==> config.mk <==
export PLATFORM = sky130hd
export DESIGN_NAME = packed_morse_beacon_player_flat
export DESIGN_NICKNAME = d
export VERILOG_FILES = /design/src/rtl/pmb_pkg.sv /design/src/rtl/pmb_chan_if.sv /design/src/rtl/pmb_core.sv /design/src/rtl/packed_morse_beacon_player.sv /design/src/flat_wrapper.sv
export SDC_FILE = /design/constraint.sdc
export NUM_CORES = 1
export LEC_CHECK = 0
export BUFFER_PORTS_ARGS = -buffer_cell sky130_fd_sc_hd__buf_4
export CAP_MARGIN = 20
export CORE_MARGIN = 5
export CORE_UTILIZATION = 45
export CTS_CLUSTER_SIZE = 40
export DETAILED_ROUTE_END_ITERATION = 10
export PLACE_DENSITY = 0.7
export SYNTH_ARGS = -nofsm -noshare
export SYNTH_HDL_FRONTEND = slang
export SYNTH_SLANG_ARGS = --single-unit
==> constraint.sdc <==
create_clock -name clk -period 8.5 [get_ports clk]
set_input_delay 1.7 -clock clk [delete_from_list [all_inputs] [get_ports clk]]
set_output_delay 1.7 -clock clk [all_outputs]
set_load 0.01 [all_outputs]
==> src/rtl/pmb_pkg.sv <==
// Package for the packed Morse beacon player: payload types, segment phases,
// symbol codes, register indexes and reset values. No dependencies.
package pmb_pkg;

	// Input opcodes
	localparam logic OP_TICK  = 1'b0;
	localparam logic OP_START = 1'b1;

	// Two-bit symbol codes of a message
	localparam logic [1:0] SYM_PAUSE = 2'd0;
	localparam logic [1:0] SYM_WORD  = 2'd1;
	localparam logic [1:0] SYM_DOT   = 2'd2;
	localparam logic [1:0] SYM_DASH  = 2'd3;

	// Segment lengths in units
	localparam logic [2:0] DOT_UNITS   = 3'd1;
	localparam logic [2:0] DASH_UNITS  = 3'd3;
	localparam logic [2:0] GAP_UNITS   = 3'd1;
	localparam logic [2:0] PAUSE_UNITS = 3'd3;
	localparam logic [2:0] WORD_UNITS  = 3'd7;

	// Configuration register indexes
	localparam int unsigned CFG_IDX_W = 3;
	localparam logic [CFG_IDX_W-1:0] REG_UNIT_TICKS   = 3'd0;
	localparam logic [CFG_IDX_W-1:0] REG_MESSAGE_BASE = 3'd1;

	localparam int unsigned UNIT_W = 16;
	localparam logic [UNIT_W-1:0] UNIT_TICKS_RESET = 16'd200;

	// Reset contents of the four message registers
	localparam logic [63:0] MSG_RESET [4] = '{
		64'd704426, 64'd863164883705, 64'd3017398215615, 64'd56868379228091
	};

	typedef enum logic [1:0] {
		PH_IDLE  = 2'd0,
		PH_LIT   = 2'd1,
		PH_GAP   = 2'd2,
		PH_PAUSE = 2'd3
	} phase_t;

	typedef struct packed {
		logic       opcode;
		logic [1:0] message_select;
	} in_item_t;

	typedef struct packed {
		logic [1:0] led_color;
		logic       busy_res;
		logic       done_res;
	} out_item_t;

endpackage

==> src/rtl/pmb_chan_if.sv <==
// Valid/ready channel carrying one payload of type T per transaction.
// Used for the command and result channels; no dependencies.
interface pmb_chan_if #(
	parameter type T = logic
);
	logic valid;
	logic ready;
	T     data;

	modport source (output valid, output data, input ready);
	modport sink   (input valid, input data, output ready);
endinterface

==> src/rtl/pmb_core.sv <==
// Playback state and next-state logic of the Morse beacon player.
// Depends on pmb_pkg; message and timing registers come from the top level.
module pmb_core
	import pmb_pkg::*;
#(
	parameter int MESSAGE_COUNT = 4,
	parameter int MESSAGE_BYTES = 6,
	localparam int MSG_W = 8 * MESSAGE_BYTES
) (
	input  logic                clk,
	input  logic                arst_n,
	input  logic                accept,
	input  in_item_t            item,
	input  logic [UNIT_W-1:0]   unit_ticks,
	input  logic [MSG_W-1:0]    messages [MESSAGE_COUNT],
	output out_item_t           res
);

	localparam int PAIRS  = 4 * MESSAGE_BYTES;
	localparam int POS_W  = $clog2(PAIRS);
	localparam int BYTE_W = (MESSAGE_BYTES > 1) ? $clog2(MESSAGE_BYTES) : 1;
	localparam logic [2:0] MSG_CNT = 3'(MESSAGE_COUNT);
	localparam logic [POS_W:0] PAIRS_V = (POS_W+1)'(PAIRS);

	logic              playing_q;
	logic [1:0]        chosen_q;
	logic [POS_W-1:0]  pair_q;
	logic [1:0]        color_q;
	phase_t            phase_q;
	logic [2:0]        units_q;
	logic [UNIT_W-1:0] ticks_q;

	logic              playing_n;
	logic [1:0]        chosen_n;
	logic [POS_W-1:0]  pair_n;
	logic [1:0]        color_n;
	phase_t            phase_n;
	logic [2:0]        units_n;
	logic [UNIT_W-1:0] ticks_n;
	logic              done_n;

	logic [2:0]        sel_mod;
	logic              start_idle;
	logic [1:0]        msg_idx;
	logic [MSG_W-1:0]  msg_cur;
	logic [7:0]        byte0;
	logic [UNIT_W-1:0] unit_len;
	logic [POS_W:0]    ld_pos;
	logic [POS_W:0]    ld_pos_byte;
	logic [BYTE_W-1:0] ld_byte_idx;
	logic [7:0]        ld_byte;
	logic [1:0]        ld_sym;
	logic              ld_ok;
	phase_t            ld_phase;
	logic [2:0]        ld_units;

	// Wrap the select into the message count
	always_comb begin
		sel_mod = {1'b0, item.message_select};
		for (int i = 0; i < 4; i++) begin
			if (sel_mod >= MSG_CNT) begin
				sel_mod = sel_mod - MSG_CNT;
			end
		end
	end

	assign start_idle = accept && (item.opcode == OP_START) && !playing_q;
	assign msg_idx    = start_idle ? sel_mod[1:0] : chosen_q;
	assign msg_cur    = messages[msg_idx];
	assign byte0      = msg_cur[7:0];
	assign unit_len   = (unit_ticks == '0) ? UNIT_W'(1) : unit_ticks;

	// Symbol load: fetch the pair at ld_pos and decode its segment
	assign ld_pos      = start_idle ? (POS_W+1)'(1) : ({1'b0, pair_q} + (POS_W+1)'(1));
	assign ld_pos_byte = ld_pos >> 2;
	assign ld_byte_idx = BYTE_W'(ld_pos_byte);
	assign ld_byte     = msg_cur[ld_byte_idx*8 +: 8];
	assign ld_sym      = ld_byte[ld_pos[1:0]*2 +: 2];
	assign ld_ok       = (ld_pos < PAIRS_V) && !((ld_pos[1:0] == 2'd0) && (ld_byte == 8'd0));

	always_comb begin
		unique case (ld_sym)
			SYM_DOT: begin
				ld_phase = PH_LIT;
				ld_units = DOT_UNITS;
			end
			SYM_DASH: begin
				ld_phase = PH_LIT;
				ld_units = DASH_UNITS;
			end
			SYM_WORD: begin
				ld_phase = PH_PAUSE;
				ld_units = WORD_UNITS;
			end
			default: begin
				ld_phase = PH_PAUSE;
				ld_units = PAUSE_UNITS;
			end
		endcase
	end

	// Next state for one accepted transaction
	always_comb begin
		playing_n = playing_q;
		chosen_n  = chosen_q;
		pair_n    = pair_q;
		color_n   = color_q;
		phase_n   = phase_q;
		units_n   = units_q;
		ticks_n   = ticks_q;
		done_n    = 1'b0;
		if (start_idle) begin
			chosen_n = sel_mod[1:0];
			if (byte0 == 8'd0 || !ld_ok) begin
				playing_n = 1'b0;
				pair_n    = '0;
				color_n   = 2'd0;
				phase_n   = PH_IDLE;
				units_n   = 3'd0;
				ticks_n   = '0;
				done_n    = 1'b1;
			end else begin
				playing_n = 1'b1;
				color_n   = byte0[1:0];
				pair_n    = POS_W'(ld_pos);
				phase_n   = ld_phase;
				units_n   = ld_units;
				ticks_n   = unit_len;
			end
		end else if (accept && (item.opcode == OP_TICK) && playing_q) begin
			if (ticks_q > UNIT_W'(1)) begin
				ticks_n = ticks_q - UNIT_W'(1);
			end else if (units_q > 3'd1) begin
				units_n = units_q - 3'd1;
				ticks_n = unit_len;
			end else if (phase_q == PH_LIT) begin
				phase_n = PH_GAP;
				units_n = GAP_UNITS;
				ticks_n = unit_len;
			end else if (ld_ok) begin
				pair_n  = POS_W'(ld_pos);
				phase_n = ld_phase;
				units_n = ld_units;
				ticks_n = unit_len;
			end else begin
				playing_n = 1'b0;
				pair_n    = '0;
				color_n   = 2'd0;
				phase_n   = PH_IDLE;
				units_n   = 3'd0;
				ticks_n   = '0;
				done_n    = 1'b1;
			end
		end
	end

	// Result as seen after the update
	always_comb begin
		res.led_color = (playing_n && phase_n == PH_LIT) ? color_n : 2'd0;
		res.busy_res  = playing_n;
		res.done_res  = done_n;
	end

	// Hold playback state
	always_ff @(posedge clk or negedge arst_n) begin
		if (!arst_n) begin
			playing_q <= 1'b0;
			chosen_q  <= 2'd0;
			pair_q    <= '0;
			color_q   <= 2'd0;
			phase_q   <= PH_IDLE;
			units_q   <= 3'd0;
			ticks_q   <= '0;
		end else begin
			playing_q <= playing_n;
			chosen_q  <= chosen_n;
			pair_q    <= pair_n;
			color_q   <= color_n;
			phase_q   <= phase_n;
			units_q   <= units_n;
			ticks_q   <= ticks_n;
		end
	end

endmodule

==> src/rtl/packed_morse_beacon_player.sv <==
// Packed Morse beacon player, top level: configuration registers, playback
// core and result buffering. Depends on pmb_pkg, pmb_chan_if and pmb_core.
//
// Usage: each command transaction is a tick (opcode 0) or a start (opcode 1,
// with message_select). A start while idle picks a message, whose first bit pair
// sets the LED color; later pairs play as dots, dashes and pauses, timed in
// units of unit_ticks ticks. A start while playing is ignored.
// Every command yields exactly one result transaction: led_color, busy_res and
// done_res as they stand after that command.
// Each result is registered in the result register, or in the skid entry.
// Throughput: one command per cycle while cmd.ready is high; the small playback
// counters are updated combinationally between the state and result registers.
// Stall: the result register is backed by one skid entry, so one more command
// is taken while a result waits; cmd.ready drops only when the skid entry is
// full and returns once a result is taken and the skid entry has emptied.
// Reset: playback goes idle, buffered results are dropped, unit_ticks and the
// messages return to their defaults. The user must write configuration through
// cfg_we/cfg_index/cfg_data only while the block is idle; it is not enforced.
module packed_morse_beacon_player
	import pmb_pkg::*;
#(
	parameter int MESSAGE_COUNT = 4,
	parameter int MESSAGE_BYTES = 6,
	localparam int MSG_W = 8 * MESSAGE_BYTES,
	localparam int CFG_W = (MSG_W > UNIT_W) ? MSG_W : UNIT_W
) (
	input  logic                 clk,
	input  logic                 arst_n,
	pmb_chan_if.sink             cmd,
	pmb_chan_if.source           result,
	input  logic                 cfg_we,
	input  logic [CFG_IDX_W-1:0] cfg_index,
	input  logic [CFG_W-1:0]     cfg_data
);

	logic [UNIT_W-1:0] unit_ticks_q;
	logic [MSG_W-1:0]  messages_q [MESSAGE_COUNT];
	logic              accept;
	in_item_t          cmd_item;
	out_item_t         core_res;
	logic              out_valid_q;
	out_item_t         out_q;
	logic              skid_valid_q;
	out_item_t         skid_q;
	logic              out_free;

	// Configuration registers
	always_ff @(posedge clk or negedge arst_n) begin
		if (!arst_n) begin
			unit_ticks_q <= UNIT_TICKS_RESET;
			for (int m = 0; m < MESSAGE_COUNT; m++) begin
				messages_q[m] <= MSG_RESET[m][MSG_W-1:0];
			end
		end else if (cfg_we) begin
			if (cfg_index == REG_UNIT_TICKS) begin
				unit_ticks_q <= cfg_data[UNIT_W-1:0];
			end
			for (int m = 0; m < MESSAGE_COUNT; m++) begin
				if (cfg_index == REG_MESSAGE_BASE + CFG_IDX_W'(m)) begin
					messages_q[m] <= cfg_data[MSG_W-1:0];
				end
			end
		end
	end

	assign cmd_item  = cmd.data;
	assign cmd.ready = !skid_valid_q;
	assign accept    = cmd.valid && cmd.ready;

	pmb_core #(
		.MESSAGE_COUNT(MESSAGE_COUNT),
		.MESSAGE_BYTES(MESSAGE_BYTES)
	) u_core (
		.clk        (clk),
		.arst_n     (arst_n),
		.accept     (accept),
		.item       (cmd_item),
		.unit_ticks (unit_ticks_q),
		.messages   (messages_q),
		.res        (core_res)
	);

	assign out_free = result.ready || !out_valid_q;

	// Advance result register and skid entry
	always_ff @(posedge clk or negedge arst_n) begin
		if (!arst_n) begin
			out_valid_q  <= 1'b0;
			skid_valid_q <= 1'b0;
		end else if (out_free) begin
			out_valid_q  <= skid_valid_q || accept;
			skid_valid_q <= 1'b0;
		end else if (accept) begin
			skid_valid_q <= 1'b1;
		end
	end

	// Hold result payloads
	always_ff @(posedge clk) begin
		if (out_free) begin
			out_q <= skid_valid_q ? skid_q : core_res;
		end else if (accept) begin
			skid_q <= core_res;
		end
	end

	assign result.valid = out_valid_q;
	assign result.data  = out_q;

	// Checks
	a_skid_behind_out: assert property (@(posedge clk) disable iff (!arst_n)
		skid_valid_q |-> out_valid_q)
		else $error("skid entry full while result register empty");

	a_accept_shows: assert property (@(posedge clk) disable iff (!arst_n)
		(accept && !out_valid_q) |=> out_valid_q)
		else $error("accepted command produced no result");

	a_done_not_busy: assert property (@(posedge clk) disable iff (!arst_n)
		(result.valid && result.data.done_res) |-> !result.data.busy_res)
		else $error("done reported while still busy");

	a_lit_only_busy: assert property (@(posedge clk) disable iff (!arst_n)
		(result.valid && result.data.led_color != 2'd0) |-> result.data.busy_res)
		else $error("LED lit while idle");

endmodule

==> src/flat_wrapper.sv <==
// flat-port wrapper written by rule: the top's interface ports become plain ports
module packed_morse_beacon_player_flat import pmb_pkg::*;
#(
	parameter int MESSAGE_COUNT = 4,
	parameter int MESSAGE_BYTES = 6,
	localparam int MSG_W = 8 * MESSAGE_BYTES,
	localparam int CFG_W = (MSG_W > UNIT_W) ? MSG_W : UNIT_W
)
  (clk, arst_n, cfg_we, cfg_index, cfg_data, cmd_valid, cmd_data, cmd_ready, result_valid, result_data, result_ready);
  pmb_chan_if #(.T(in_item_t)) cmd_i ();
  pmb_chan_if #(.T(out_item_t)) result_i ();
  input  logic clk;
  input  logic arst_n;
  input  logic cfg_we;
  input  logic [CFG_IDX_W-1:0] cfg_index;
  input  logic [CFG_W-1:0] cfg_data;
  input wire logic [$bits(cmd_i.valid)-1:0] cmd_valid;
  input wire logic [$bits(cmd_i.data)-1:0] cmd_data;
  output wire logic [$bits(cmd_i.ready)-1:0] cmd_ready;
  output wire logic [$bits(result_i.valid)-1:0] result_valid;
  output wire logic [$bits(result_i.data)-1:0] result_data;
  input wire logic [$bits(result_i.ready)-1:0] result_ready;
  assign cmd_i.valid = cmd_valid;
  assign cmd_i.data = cmd_data;
  assign cmd_ready = cmd_i.ready;
  assign result_valid = result_i.valid;
  assign result_data = result_i.data;
  assign result_i.ready = result_ready;
  packed_morse_beacon_player #(.MESSAGE_COUNT(MESSAGE_COUNT), .MESSAGE_BYTES(MESSAGE_BYTES)) u_core (.clk(clk), .arst_n(arst_n), .cmd(cmd_i), .result(result_i), .cfg_we(cfg_we), .cfg_index(cfg_index), .cfg_data(cfg_data));
endmodule
==> flow_metrics.py, run 1 <==
metrics = {
    "power_and_ir_drop": {
        "power_frac_comb_pct": 30.3,
        "power.leakage_nw": 5.83,
        "powerDensity_mw_per_mm2": 309,
        "finalPower_mw": 4.33,
        "vdd_drop_max_v": 0.000205,
        "p_clk_share_pct": 28.5,
        "seqPwrFrac_pct": 41.2,
        "p_switching_mw": 1.45,
        "netSwitchingFraction_pct": 33.5,
        "p_int_mw": 2.88,
    },
    "yosys": {
        "synth_area_per_cell_um2": 11.8,
        "netlist.area_leader.share_pct": 30.2,
        "synth.distinct_cells": 73,
        "ys_ff_latch": 249,
        "synthTopCellsByCount": "210 x mux2_2, 148 x dfrtp_1, 128 x nand2_1",
        "yosysMostFrequentCell": "mux2_2",
        "yosys_most_used_dff": "dfrtp_1",
        "synthTopCellsByArea": "dfrtp_1 30%, dfstp_2 20%, mux2_2 19%",
        "netlist_area_mm2": 0.0123,
        "yosys_warnings": 0,
        "synthCells": 1041,
        "postSynth.asyncResetShare_pct": 96.8,
        "netlist.top_cell.by_area": "dfrtp_1",
        "syn_nets": 1105,
        "synth-seq-area-share_pct": 52.0,
        "synth_edf_count": 8,
    },
    "global_route": {
        "grt_max_degree": 191,
        "grt_pass1_vias": 8685,
        "antenna_found_initial": 0,
        "grt_use_total_pct": 19.5,
        "gr-total-overflow": 0,
        "grt_pass1_wl_mm": 48.9,
    },
    "worst_setup_path": {
        "worst_ep_arrival_time_ns": 5.97,
        "setup.worst_path.start": "cmd_valid",
        "r2r-start": "u_core.skid_valid_q",
        "start_kind": "primary input",
        "cp.depth": 13,
        "crit_fanout": 24,
        "crit_top_cell": "buf_4",
        "path_delay_family": "simple AND/OR/NAND/NOR gates",
        "critPathBufInv": 3,
        "critPathRequiredTime_ns": 8.76,
        "crit_end": "u_core.result.data[3]",
        "reg2reg_to": "u_core.result.data[3]",
        "critical_path_class": "primary input to register",
        "critPathCaptureType": "register",
        "crit_chain": "buf_4 -> and4bb_1 -> buf_4 -> mux2i_4 -> inv_4 -> nor2_2 -> a32oi_1 -> a22o_1 -> a31oi_1 -> nor4bb_1 -> a21boi_2 -> o22ai_1 -> o41ai_1",
        "slowest_stage": "nor4bb_1",
        "rrSetupSlack_ns": 3.46,
        "critical-path-max-stage-delay_ns": 0.82,
        "worstRegToRegCells": 12,
    },
    "layout": {
        "antenna_cells": 0,
        "finalNetCount": 1150,
        "finish.instance_area_mm2": 0.0140,
        "synthToLayoutAreaGrowth_pct": 14.1,
        "fin_cells": 1448,
        "drive_gt1_share_pct": 40.7,
    },
    "timing": {
        "min_period_ns": 5.72,
        "skew_ns": 0.0200,
        "slew_headroom_pct": 27.4,
        "fin_crit_sh_pct": 67.3,
        "hold_viol": 0,
        "fmax_mhz": 175,
        "drv_slew": 0,
        "finalSetupViolCount": 0,
        "rsz0062_at_grt": "no",
        "whs_ns": 0.506,
        "tns_ns": 0,
        "worst_pin_slew_ns": 1.09,
    },
    "cts": {
        "cts_sinks": 249,
        "clk_path_buf_depth": 3,
        "post_cts_buffers": 0,
        "cts_resized": 0,
        "clkTransAtPathRegs_ns": 0.06,
        "ctsHtreeMaxLevel": 1,
        "clk_latency_ns": 0.53,
        "clockRootBuffer": "clkbuf_16",
        "cts_made_buffers": 27,
        "cts_tree": "yes",
        "hold_buffers": 0,
    },
    "place": {
        "placed_cells": 1397,
        "dp_hpwl_mm": 19.4,
        "gp_congestion": 0.894,
        "io_buffers": 64,
        "placed_area_mm2": 0.0131,
    },
    "die": {
        "fp-row-count": 60,
        "initial_core_util_pct": 45.7,
        "chipWidth_um": 175,
        "die-area_mm2": 0.0307,
        "coreArea_mm2": 0.0269,
        "die_h_um": 175,
        "io_pins": 65,
    },
    "detailed_routing": {
        "drt_iter0_markers": 819,
        "wl_mm": 30.4,
        "final_antenna_net_count": 0,
        "num_vias": 8638,
        "dr.pass1.iters": 7,
        "drc": 0,
        "drt-vias-per-instance": 5.97,
        "wl_per_cell_um": 21.0,
    },
    "flow_run": {
        "drv_cap": 0,
    },
    "hold_path": {
        "hold_class": "register to register",
    },
    "run_status": {
        "outcome": "complete, no violations",
    },
}
## cells by family (layout without fill, tap and decap cells)
family          Yosys count  after routing  share of synthesized area [%]
buf+inv                  76            142                           2.88
fa+ha+maj                 5              5                          0.509
flops                   249            249                           52.0
compound gates          140            140                           8.21
xor+xnor                  3              3                          0.214
simple gates            307            307                           12.5
mux                     261            261                           23.7
## metal layers
layer  wire, um  vias to the layer above  global-route usage, %
met5          0                        -                      0
met4        660                        0                   4.71
met3       1560                       53                   3.14
met2      14100                      239                   30.8
met1      14100                     4432                   28.2
li1           -                     3914                      -
## final cells by class
| type | count | area (um2) |
|---|---|---|
| fillers | 2297 | 12900 |
| flip-flops and latches | 249 | 6390 |
| inverters | 13 | 51.3 |
| well taps | 341 | 427 |
| repair buffers | 79 | 613 |
| multi-input cells | 716 | 5590 |
| clock buffers | 37 | 764 |
| clock inverters | 13 | 175 |
## worst reg2reg max path: stages, from the launching register on
cell	delay (ns)
dfrtp_1	0.50
and4bb_1	0.31
buf_4	0.25
mux2i_4	0.52
inv_4	0.24
nor2_2	0.59
a32oi_1	0.22
a22o_1	0.25
a31oi_1	0.23
nor4bb_1	0.82
a21boi_2	0.25
o22ai_1	0.47
o41ai_1	0.14
## layout by cell type, fill, tap and decap left out, drive strengths merged, types with 7 or more instances in the layout
master / Yosys / final
a221oi: 8 / 8
a32oi: 16 / 16
nor2: 30 / 30
mux2: 210 / 210
clkbuf: 31 / 37
dfstp: 93 / 93
o21ai: 26 / 26
mux2i: 50 / 50
nand4: 11 / 11
nand2: 128 / 128
and3: 9 / 9
nand3: 42 / 42
inv: 13 / 15
buf: 32 / 79
a221o: 14 / 14
nor4: 13 / 13
a31oi: 14 / 14
a21oi: 23 / 23
edfxtp: 8 / 8
or4: 7 / 7
nor3: 19 / 19
nand2b: 8 / 8
nor3b: 8 / 8
dfrtp: 148 / 148
## how the worst min path moves through the flow
stage                                start                        to  slack, ns  cells after the start
floorplan           u_core.unit_ticks_q[8]  u_core.u_core.ticks_q[8]       0.47                      1
CTS                  u_core.messages_q[60]     u_core.messages_q[60]       0.51                      1
finish              u_core.messages_q[140]    u_core.messages_q[140]       0.51                      1
global route        u_core.messages_q[112]    u_core.messages_q[112]       0.52                      1
global placement     u_core.messages_q[95]     u_core.messages_q[95]       0.48                      1
detailed placement   u_core.messages_q[95]     u_core.messages_q[95]       0.49                      1
## registers in the layout, indices dropped and copies added, names as in the netlist
signal,count
u_core.messages_q,192
u_core.result.data,4
u_core.result.valid,1
u_core.skid_q,4
u_core.skid_valid_q,1
u_core.u_core.chosen_q,2
u_core.u_core.color_q,2
u_core.u_core.pair_q,5
u_core.u_core.phase_q,2
u_core.u_core.playing_q,1
u_core.u_core.ticks_q,16
u_core.u_core.units_q,3
u_core.unit_ticks_q,16
## through the flow
step / setup WS (ns) / util [%]
after detailed placement: 2.31 / 48.6
after global placement: 2.52 / 48.6
after floorplan: 3.83 / -
after global routing: 2.58 / 52.1
after CTS: 2.83 / 52.1
final: 2.78 / 52.1
## power by group through the flow
stage / registers, mW / clock network (mW) / logic, mW
6_report: 1.78 / 1.23 / 1.31
5_1_grt: 1.82 / 1.32 / 1.43
4_1_cts: 1.78 / 1.26 / 1.31
3_5_place_dp: 1.79 / 0 / 1.30
2_1_floorplan: 1.70 / 0 / 1.01
3_3_place_gp: 1.78 / 0 / 1.27
Power figures use the tool's default switching activity.
==> run 2, diff against run 1 <==
Settings changed: PLACE_DENSITY 0.7 to 0.72.
Clock period 8.5 ns to 5.2 ns, I/O delays scaled along.
==> flow_metrics.py, run 2 (synthesized netlist as in run 1, its figures left out) <==
metrics = {
    "detailed_routing": {
        "drt-vias-per-instance": 6.00,
        "drc": 0,
        "wl_mm": 29.9,
        "num_vias": 8761,
        "wl_per_cell_um": 20.5,
        "final_antenna_net_count": 0,
        "drt_iter0_markers": 883,
        "dr.pass1.iters": 5,
    },
    "timing": {
        "tns_ns": 0,
        "min_period_ns": 4.29,
        "finalSetupViolCount": 0,
        "fin_crit_sh_pct": 82.5,
        "whs_ns": 0.503,
        "fmax_mhz": 233,
        "drv_slew": 0,
        "skew_ns": 0.0151,
        "slew_headroom_pct": 38.8,
        "rsz0062_at_grt": "no",
        "worst_pin_slew_ns": 0.918,
        "hold_viol": 0,
    },
    "power_and_ir_drop": {
        "power.leakage_nw": 5.87,
        "p_clk_share_pct": 26.9,
        "powerDensity_mw_per_mm2": 499,
        "finalPower_mw": 7.01,
        "p_int_mw": 4.65,
        "p_switching_mw": 2.37,
        "seqPwrFrac_pct": 41.0,
        "netSwitchingFraction_pct": 33.8,
        "vdd_drop_max_v": 0.000292,
        "power_frac_comb_pct": 32.1,
    },
    "worst_setup_path": {
        "reg2reg_to": "u_core.u_core.ticks_q[11]",
        "rrSetupSlack_ns": 0.91,
        "critPathCaptureType": "register",
        "crit_fanout": 16,
        "critical_path_class": "register to register",
        "r2r-start": "u_core.u_core.pair_q[0]",
        "worstRegToRegCells": 11,
        "critPathRequiredTime_ns": 5.62,
        "setup.worst_path.start": "u_core.u_core.pair_q[0]",
        "worst_ep_arrival_time_ns": 4.71,
        "start_kind": "register",
    },
    "cts": {
        "clkTransAtPathRegs_ns": 0.06,
        "clockRootBuffer": "clkbuf_16",
        "clk_latency_ns": 0.54,
        "cts_tree": "yes",
        "hold_buffers": 0,
        "clk_path_buf_depth": 3,
        "post_cts_buffers": 0,
        "ctsHtreeMaxLevel": 1,
        "cts_made_buffers": 27,
        "cts_sinks": 249,
        "cts_resized": 0,
    },
    "global_route": {
        "grt_max_degree": 120,
        "grt_pass1_wl_mm": 48.2,
        "grt_use_total_pct": 19.2,
        "grt_pass1_vias": 8769,
        "antenna_found_initial": 0,
        "gr-total-overflow": 0,
    },
    "die": {
        "io_pins": 65,
        "fp-row-count": 60,
        "coreArea_mm2": 0.0269,
        "die-area_mm2": 0.0307,
        "initial_core_util_pct": 45.7,
        "chipWidth_um": 175,
        "die_h_um": 175,
    },
    "place": {
        "placed_cells": 1410,
        "io_buffers": 64,
        "gp_congestion": 0.916,
        "dp_hpwl_mm": 20.1,
    },
    "layout": {
        "top_register": "u_core.messages_q",
        "fin_cells": 1459,
        "layout_common_cells": "210 x mux2_2, 148 x dfrtp_1, 128 x nand2_1",
        "fillerInstances": 2328,
        "largest_reg_flops": 192,
        "reg.largest.list": "u_core.messages_q: 192 flops, u_core.u_core.ticks_q: 16 flops, u_core.unit_ticks_q: 16 flops",
        "final_core_util_pct": 52.3,
        "antenna_cells": 0,
        "drive_gt1_share_pct": 41.1,
        "layout.cells.most_common": "mux2_2",
        "synthToLayoutAreaGrowth_pct": 14.5,
        "finalNetCount": 1163,
    },
    "hold_path": {
        "hold_path_end": "u_core.messages_q[138]",
        "hold_class": "register to register",
        "hp-start": "u_core.messages_q[138]",
        "holdPathStages": 1,
    },
    "run_status": {
        "outcome": "complete, no violations",
    },
    "flow_run": {
        "drv_cap": 0,
    },
}
[run 2: layer usage]
layer / wire length (um) / GRT usage [%]
met5: 0 / 0
met4: 762 / 5.47
met3: 1770 / 2.96
met2: 13500 / 29.9
met1: 13800 / 28.0
[run 2: worst max-delay path by stage]
stage	slack, ns	depth (start not counted)	endpoint
finish	0.91	11	u_core.u_core.ticks_q[11]
global route	0.64	10	u_core.result.data[3]
CTS	0.97	11	u_core.result.data[3]
detailed placement	0.57	13	u_core.result.data[1]
global placement	0.64	13	u_core.result.data[3]
floorplan	1.19	13	u_core.u_core.units_q[2]
[run 2: cell type report]
cell class / instances / area, um2 / area share [%]
clock buffer: 42 / 815 / 5.79
timing repair buffer: 92 / 727 / 5.17
multi-input combinational: 716 / 5590 / 39.8
sequential: 249 / 6390 / 45.4
inverter: 13 / 51.3 / 0.365
clock inverter: 6 / 58.8 / 0.418
tap: 341 / 427 / 3.03
[run 2: worst max-delay path, stage by stage (launching register included)]
cell and delay, ns:
dfrtp_1 0.57, ha_1 0.44, xor2_1 0.30, and3_1 0.69
a221oi_1 0.30, a22oi_1 0.28, nor4b_1 0.38, nand4_1 0.22
o21ai_2 0.29, a211oi_2 0.11, buf_4 0.22, a221o_1 0.36
[run 2: power groups by stage]
stage | Clock [mW] | Combinational [mW] | Sequential (mW)
finish | 1.89 | 2.25 | 2.88
global route | 2.00 | 2.43 | 2.94
CTS | 1.93 | 2.23 | 2.87
detailed placement | 0 | 2.23 | 2.90
global placement | 0 | 2.20 | 2.88
floorplan | 0 | 1.66 | 2.77
[run 2: through the flow]
stage               setup slack (ns)  instance area, um2
global route                   0.641               14100
finish                         0.909               14100
floorplan                       1.19               12300
detailed placement             0.569               13200
CTS                            0.970               14000
global placement               0.644               13200
